$ cat src/sv/sbspp_pkg.sv
// Package for the servo bus status packet parser: codes, widths and result layout.
package sbspp_pkg;

	localparam int BYTE_W   = 8;
	localparam int POS_W    = 9;
	localparam int STATUS_W = 3;
	localparam int TDATA_W  = 40;

	localparam logic [BYTE_W-1:0] HDR_BYTE = 8'hFF;
	localparam logic [BYTE_W-1:0] MIN_LEN  = 8'd2;

	// Byte positions inside a packet; parameters start at POS_PARAM
	localparam logic [POS_W-1:0] POS_HDR0  = 9'd0;
	localparam logic [POS_W-1:0] POS_HDR1  = 9'd1;
	localparam logic [POS_W-1:0] POS_ID    = 9'd2;
	localparam logic [POS_W-1:0] POS_LEN   = 9'd3;
	localparam logic [POS_W-1:0] POS_ERR   = 9'd4;
	localparam logic [POS_W-1:0] POS_PARAM = 9'd5;

	// Device error byte bit positions
	localparam int ERR_VOLTAGE  = 0;
	localparam int ERR_OVERHEAT = 2;
	localparam int ERR_CHECKSUM = 4;
	localparam int ERR_OVERLOAD = 5;
	localparam int ERR_INSTR    = 6;

	// Result kinds carried on tuser
	localparam logic KIND_PARAM  = 1'b0;
	localparam logic KIND_STATUS = 1'b1;

	typedef enum logic [STATUS_W-1:0] {
		ST_OK         = 3'd0,
		ST_BAD_HEADER = 3'd1,
		ST_BAD_LENGTH = 3'd2,
		ST_DEV_CSUM   = 3'd3,
		ST_DEV_INSTR  = 3'd4,
		ST_CSUM_FAIL  = 3'd5
	} status_t;

	// Result payload, first field in the highest bits
	typedef struct packed {
		logic [1:0]        pad;
		logic [BYTE_W-1:0] device_error;
		logic              overload_flag;
		logic              overheat_flag;
		logic              voltage_flag;
		status_t           status;
		logic [BYTE_W-1:0] source_id;
		logic [BYTE_W-1:0] param_index;
		logic [BYTE_W-1:0] param_value;
	} result_t;

endpackage

$ cat src/sv/servo_bus_status_packet_parser_unit.sv
// Top level of the servo bus status packet parser.
//
// Input channel s_axis carries one received serial byte per item in tdata.
// Output channel m_axis carries results: tuser is 0 for a parameter byte and
// 1 for the final status of a packet. A packet is FF FF, id, length, device
// error byte, length-2 parameters and an inverted 8-bit sum checksum. Every
// parameter byte gives a result as it arrives; the checksum byte, a bad header
// byte or a length below 2 gives one status result, after which the parser
// waits for a new header. Header, id, length and error bytes give no result.
//
// An accepted byte is held in the input register, is decoded against the
// parse state and lands in the output register. One byte can be accepted
// every cycle while no result-giving byte waits on a stalled output; the
// parse state update (an 8-bit add and compare) loops through the parse
// state registers. When the receiver stalls the output register holds its
// item; bytes that give no result still drain, and s_axis_tready drops only
// when a byte that gives a result meets a full, stalled output register.
// Reset clears the parse state and both valid flags.
module servo_bus_status_packet_parser_unit (
	input  logic                        clk,
	input  logic                        arst_n,
	input  logic                        s_axis_tvalid,
	output logic                        s_axis_tready,
	input  logic [sbspp_pkg::BYTE_W-1:0] s_axis_tdata,  // rx_byte[7:0]
	output logic                        m_axis_tvalid,
	input  logic                        m_axis_tready,
	// param_value[7:0], param_index[15:8], source_id[23:16], status[26:24],
	// voltage_flag[27], overheat_flag[28], overload_flag[29],
	// device_error[37:30], zero[39:38]
	output logic [sbspp_pkg::TDATA_W-1:0] m_axis_tdata,
	output logic                        m_axis_tuser   // result_kind[0]
);
	import sbspp_pkg::*;

	// Input register
	logic              valid_s1;
	logic [BYTE_W-1:0] byte_s1;

	// Parse state
	logic [POS_W-1:0]  pos_q;
	logic [BYTE_W-1:0] id_q;
	logic [BYTE_W-1:0] count_q;
	logic [BYTE_W-1:0] sum_q;
	logic [BYTE_W-1:0] err_q;

	logic [POS_W-1:0]  pos_d;
	logic [BYTE_W-1:0] id_d;
	logic [BYTE_W-1:0] count_d;
	logic [BYTE_W-1:0] sum_d;
	logic [BYTE_W-1:0] err_d;

	// Output register
	logic    out_valid_q;
	logic    out_kind_q;
	result_t out_q;

	logic    res_has;
	logic    res_kind;
	result_t res;
	logic    advance;
	logic [POS_W-1:0]  param_k;
	logic [BYTE_W-1:0] sum_add;
	logic    finish;

	assign param_k = pos_q - POS_PARAM;
	assign sum_add = sum_q + byte_s1;

	// Decode the held byte against the parse state
	always_comb begin
		pos_d    = pos_q;
		id_d     = id_q;
		count_d  = count_q;
		sum_d    = sum_q;
		err_d    = err_q;
		res_has  = 1'b0;
		res_kind = KIND_STATUS;
		finish   = 1'b0;
		res              = '0;
		res.source_id    = id_q;
		res.device_error = err_q;
		case (pos_q)
			POS_HDR0, POS_HDR1: begin
				if (byte_s1 != HDR_BYTE) begin
					finish     = 1'b1;
					res.status = ST_BAD_HEADER;
				end else begin
					pos_d = pos_q + 1'b1;
				end
			end
			POS_ID: begin
				id_d  = byte_s1;
				sum_d = byte_s1;
				pos_d = POS_LEN;
			end
			POS_LEN: begin
				if (byte_s1 < MIN_LEN) begin
					finish     = 1'b1;
					res.status = ST_BAD_LENGTH;
				end else begin
					count_d = byte_s1 - MIN_LEN;
					sum_d   = sum_add;
					pos_d   = POS_ERR;
				end
			end
			POS_ERR: begin
				err_d = byte_s1;
				sum_d = sum_add;
				pos_d = POS_PARAM;
			end
			default: begin
				if (param_k < {1'b0, count_q}) begin
					// parameter byte
					sum_d           = sum_add;
					pos_d           = pos_q + 1'b1;
					res_has         = 1'b1;
					res_kind        = KIND_PARAM;
					res.param_value = byte_s1;
					res.param_index = param_k[BYTE_W-1:0];
				end else begin
					// checksum byte
					finish = 1'b1;
					if (~sum_q != byte_s1) begin
						res.status = ST_CSUM_FAIL;
					end else if (err_q[ERR_CHECKSUM]) begin
						res.status = ST_DEV_CSUM;
					end else if (err_q[ERR_INSTR]) begin
						res.status = ST_DEV_INSTR;
					end else begin
						res.status        = ST_OK;
						res.voltage_flag  = err_q[ERR_VOLTAGE];
						res.overheat_flag = err_q[ERR_OVERHEAT];
						res.overload_flag = err_q[ERR_OVERLOAD];
					end
				end
			end
		endcase
		if (finish) begin
			res_has = 1'b1;
			pos_d   = POS_HDR0;
			id_d    = '0;
			count_d = '0;
			sum_d   = '0;
			err_d   = '0;
		end
	end

	// Held byte moves on when it needs no slot or the slot frees up
	assign advance       = valid_s1 && (!res_has || !out_valid_q || m_axis_tready);
	assign s_axis_tready = !valid_s1 || advance;

	// Input register
	always_ff @(posedge clk or negedge arst_n) begin
		if (!arst_n) begin
			valid_s1 <= 1'b0;
		end else if (s_axis_tready) begin
			valid_s1 <= s_axis_tvalid;
		end
	end

	always_ff @(posedge clk) begin
		if (s_axis_tready && s_axis_tvalid) begin
			byte_s1 <= s_axis_tdata;
		end
	end

	// Parse state
	always_ff @(posedge clk or negedge arst_n) begin
		if (!arst_n) begin
			pos_q   <= POS_HDR0;
			id_q    <= '0;
			count_q <= '0;
			sum_q   <= '0;
			err_q   <= '0;
		end else if (advance) begin
			pos_q   <= pos_d;
			id_q    <= id_d;
			count_q <= count_d;
			sum_q   <= sum_d;
			err_q   <= err_d;
		end
	end

	// Output register
	always_ff @(posedge clk or negedge arst_n) begin
		if (!arst_n) begin
			out_valid_q <= 1'b0;
		end else if (advance && res_has) begin
			out_valid_q <= 1'b1;
		end else if (m_axis_tready) begin
			out_valid_q <= 1'b0;
		end
	end

	always_ff @(posedge clk) begin
		if (advance && res_has) begin
			out_kind_q <= res_kind;
			out_q      <= res;
		end
	end

	assign m_axis_tvalid = out_valid_q;
	assign m_axis_tuser  = out_kind_q;
	assign m_axis_tdata  = out_q;

endmodule

$ cat config.mk
export PLATFORM = sky130hd
export DESIGN_NAME = servo_bus_status_packet_parser_unit
export DESIGN_NICKNAME = d
export VERILOG_FILES = /design/src/sv/sbspp_pkg.sv /design/src/sv/servo_bus_status_packet_parser_unit.sv
export SDC_FILE = /design/constraint.sdc
export NUM_CORES = 1
export LEC_CHECK = 0
export BUFFER_PORTS_ARGS = -buffer_cell sky130_fd_sc_hd__buf_2
export CAP_MARGIN = 20
export CORE_MARGIN = 2
export CORE_UTILIZATION = 55
export DETAILED_ROUTE_END_ITERATION = 10
export PLACE_DENSITY_LB_ADDON = 0.12
export SYNTH_ARGS = -nofsm -noshare
export SYNTH_HDL_FRONTEND = slang
export SYNTH_SLANG_ARGS = --single-unit
$ cat constraint.sdc
create_clock -name clk -period 4.85 [get_ports clk]
set_input_delay 0.2425 -clock clk [delete_from_list [all_inputs] [get_ports clk]]
set_output_delay 0.2425 -clock clk [all_outputs]
set_load 0.01 [all_outputs]
==> results.md <==
- WP data arrival: 4.12 ns
- CTS tree: yes
- CTS clk-pin slew, worst paths: 0.10 ns
- Ant diodes: 0
- Post-Place Setup Slack: 1.083 ns
- Worst skew pair latency: 0.37 ns
- Crit path max-delay cell type: a221oi_1
- Setup ws final: 1.038 ns
- Period utilization: 78.59%
- Fin nets: between 400 and 500
- WP data required: just over 5 ns
- DR WL/cell: 17.71 µm
- Synthesized area per cell: around 12 µm²
- Peak fanout along the critical path: 15
- Die area: 9030 µm²
- Least-Margin Pin Slew: 0.8124 ns
- Leakage: 2.127 nW
- Max Cap Viol: 0
- Gp weighted congestion: 0.8401
- Starting DRT DRC Count: 237
- Final Setup Violations: 0
- Share of layout cells above drive strength 1: a little over a fifth
- Cell count after synthesis: between 300 and 400
- DP HPWL: between 6 and 7 mm
- Register area: 2487 µm²
- Post-synth EDFFs: 47
- Die X: 95.03 µm
- Crit end category: register
- Area added between synthesis and finish: 11.75%
- Root buf cell: clkbuf_8
- Critical path, cell by cell: inv_1, ha_1, nor2b_1, nor2_1, xor2_1, ha_1, nor4_1, a21oi_1, a221oi_1, a31oi_4, o21ai_1, a22o_1
- Vias in the first global route: 3066
- Fill cells: about 660
- Largest net degree at the start of global routing: 44
- Min-Delay Path Class: primary input to register
- Finished Core Util: between 60% and 70%
- Std cell rows: 33
- Sequential element share of the synthesized area: 54.59%
- Warnings from Yosys: 0
- Peak supply drop: 0.1965 mV
- I/O Pins: 55
- Final TNS setup: 0 ns
- Synth area leaders: edfxtp_1 31%, dfrtp_1 24%, ha_1 5.5%
- Rel. slew slack: 45.51%
- Port buffer count: 52
- DRT antenna net count: 0
- Drt first pass iters: 4
- Status: finished, final reports clean
- GRT Resource Usage Total: 23.11%
- Via count: 3167
- CP Class: register to register
- Clock Sinks: 90
- Pins Over Slew Limit: 0
- Post-synth top area cell: edfxtp_1
- Core ar.: around 8100 µm²
- Period minus WS final: 3.812 ns
- Most used cell, CP: ha_1
- TritonCTS Buffers: 9
- Power Density: 428.7 nW/µm²
- Main flop type after synthesis: edfxtp_1
- Clock buffer depth: 2
- Cell Area, Synth: 4557 µm²
- Starting Density: 56.02%
- Synth cell types: 63
- Seq cells post-synth: 90
- Total global routing overflow: 0
- Final WL: 9.509 mm
- Asr flop ratio synth: 47.78%
- Die Ht: approximately 95 µm
- CTS H-tree lvls: 3
- Initial antenna violation count: 0
- Post-CTS setup buffers: 0
- Pwr Total: 2.183 mW
- Footprint of the multi-input gates: 1906 µm²
- DRC errors left: 0
- Clock Skew: between 0.01 and 0.015 ns
- Detailed-route vias per instance: 5.898
- CP max stage delay: 0.65 ns
- Global-route wire length before repair: 15.68 mm
- Hold Fails Final Rpt: 0
- Synth top area share: 30.97%
- Max Clk Rate: 262.3 MHz
- RSZ-0062 raised after global routing: false
- CP Launch Type: register
## layer usage
| metal | up-vias | track usage, % | share of wire [%] |
|---|---|---|---|
| met3 | 20 | 4.427 | 6.4 |
| met4 | 0 | 10.39 | 2.0 |
| met2 | 110 | 33.87 | 45 |
| li1 | 1510 | - | - |
| met1 | 1527 | 33.63 | 46 |
| met5 | - | 0 | 0 |
## cells in the mapped netlist (9+ instances only)
cell	count
edfxtp_1	47
dfrtp_1	43
nand2_1	21
nor2_1	21
ha_1	20
a22o_1	19
inv_1	18
and2_1	13
xnor2_1	13
clkbuf_1	12
a21oi_1	11
nor3_1	9
o2bb2ai_1	9
## cell type report
class                   count  area share (%)
repair buffers             55           6.093
well taps                 105           2.580
clock inverters             7           1.302
multi-input cells         253           37.42
flip-flops and latches     90           48.85
inverters                  18           1.327
clock buffers               9           2.432
## flip-flops by register name (all words and copies together), names as in the netlist, 8 cells and up
name and cells:
err_q 8, pos_q 9, byte_s1 8, m_axis_tdata 38, sum_q 8, id_q 8
count_q 8
## path summary, 6_finish.rpt
kind	from	end	slack (ns)	depth (start not counted)
setup reg to reg	pos_q[0]	id_q[5]	1.04	12
hold / removal	s_axis_tdata[0]	byte_s1[0]	0.04	1
max in group asynchronous	arst_n	err_q[6]	4.08	3
setup / recovery	pos_q[0]	id_q[5]	1.04	12
hold reg to reg	id_q[7]	m_axis_tdata[23]	0.46	0
min in group asynchronous	arst_n	count_q[0]	0.29	2
## kinds of logic after synthesis
| family | Yosys count | share of synthesized area, % |
|---|---|---|
| AND/OR/NAND/NOR | 116 | 15.02 |
| AO/OA/AOI/OAI | 92 | 16.23 |
| XOR/XNOR | 19 | 3.652 |
| adder cells (fa/ha/maj) | 21 | 5.931 |
| other | 1 | 0.08229 |
| flip-flops | 90 | 54.59 |
| multiplexers | 3 | 0.6590 |
| buffers and inverters | 39 | 3.844 |
## cell usage in the layout (no fill, tap or decap), types with 4 or more instances in the layout
| cell type | netlist | layout |
|---|---|---|
| xor2_1 | 6 | 6 |
| inv_1 | 18 | 18 |
| nand4_1 | 6 | 6 |
| xnor2_1 | 13 | 13 |
| edfxtp_1 | 47 | 47 |
| nor3_1 | 9 | 9 |
| and3_1 | 5 | 5 |
| clkbuf_8 | 0 | 9 |
| and2_1 | 13 | 13 |
| or2_2 | 4 | 4 |
| nor2_1 | 21 | 20 |
| nand2_1 | 21 | 21 |
| dfrtp_1 | 43 | 43 |
| o21ai_0 | 8 | 8 |
| buf_2 | 4 | 52 |
| o2bb2ai_1 | 9 | 9 |
| ha_1 | 20 | 20 |
| a22o_1 | 19 | 19 |
| nor2b_1 | 4 | 4 |
| o31ai_1 | 6 | 6 |
| nand3_1 | 5 | 5 |
| a21oi_1 | 11 | 11 |
| nand2b_1 | 8 | 8 |
## timing repair
item                      in CTS  in global routing
hold endpoints to repair       0                 10
hold buffers                   0                  1
resized for setup              0                  0
## power by group
group          leakage, nW  internal [mW]  switching (mW)
Combinational        0.973          0.248           0.425
Sequential            1.05          0.935          0.0717
Clock               0.0986          0.201           0.303
Total                 2.13           1.38           0.800
## critical path: cells and delay by family (launching register included)
kind                     cells  cell delay [ns]
adder cells (fa/ha/maj)      2             0.46
XOR/XNOR                     1             0.17
buffers and inverters        1             0.14
AO/OA/AOI/OAI                5             1.93
AND/OR/NAND/NOR              3             0.55
flip-flops                   1             0.51
## stage by stage
stage | std cells | area [µm²] | hold slack [ns]
floorplan | 382 | 4561 | -0.05309
global placement | 518 | 4852 | 0.4185
detailed placement | 518 | 4852 | 0.4206
CTS | 534 | 5042 | 0.03488
global route | 537 | 5092 | 0.02812
finish | 537 | 5092 | 0.04393
Power figures use the tool's default switching activity.
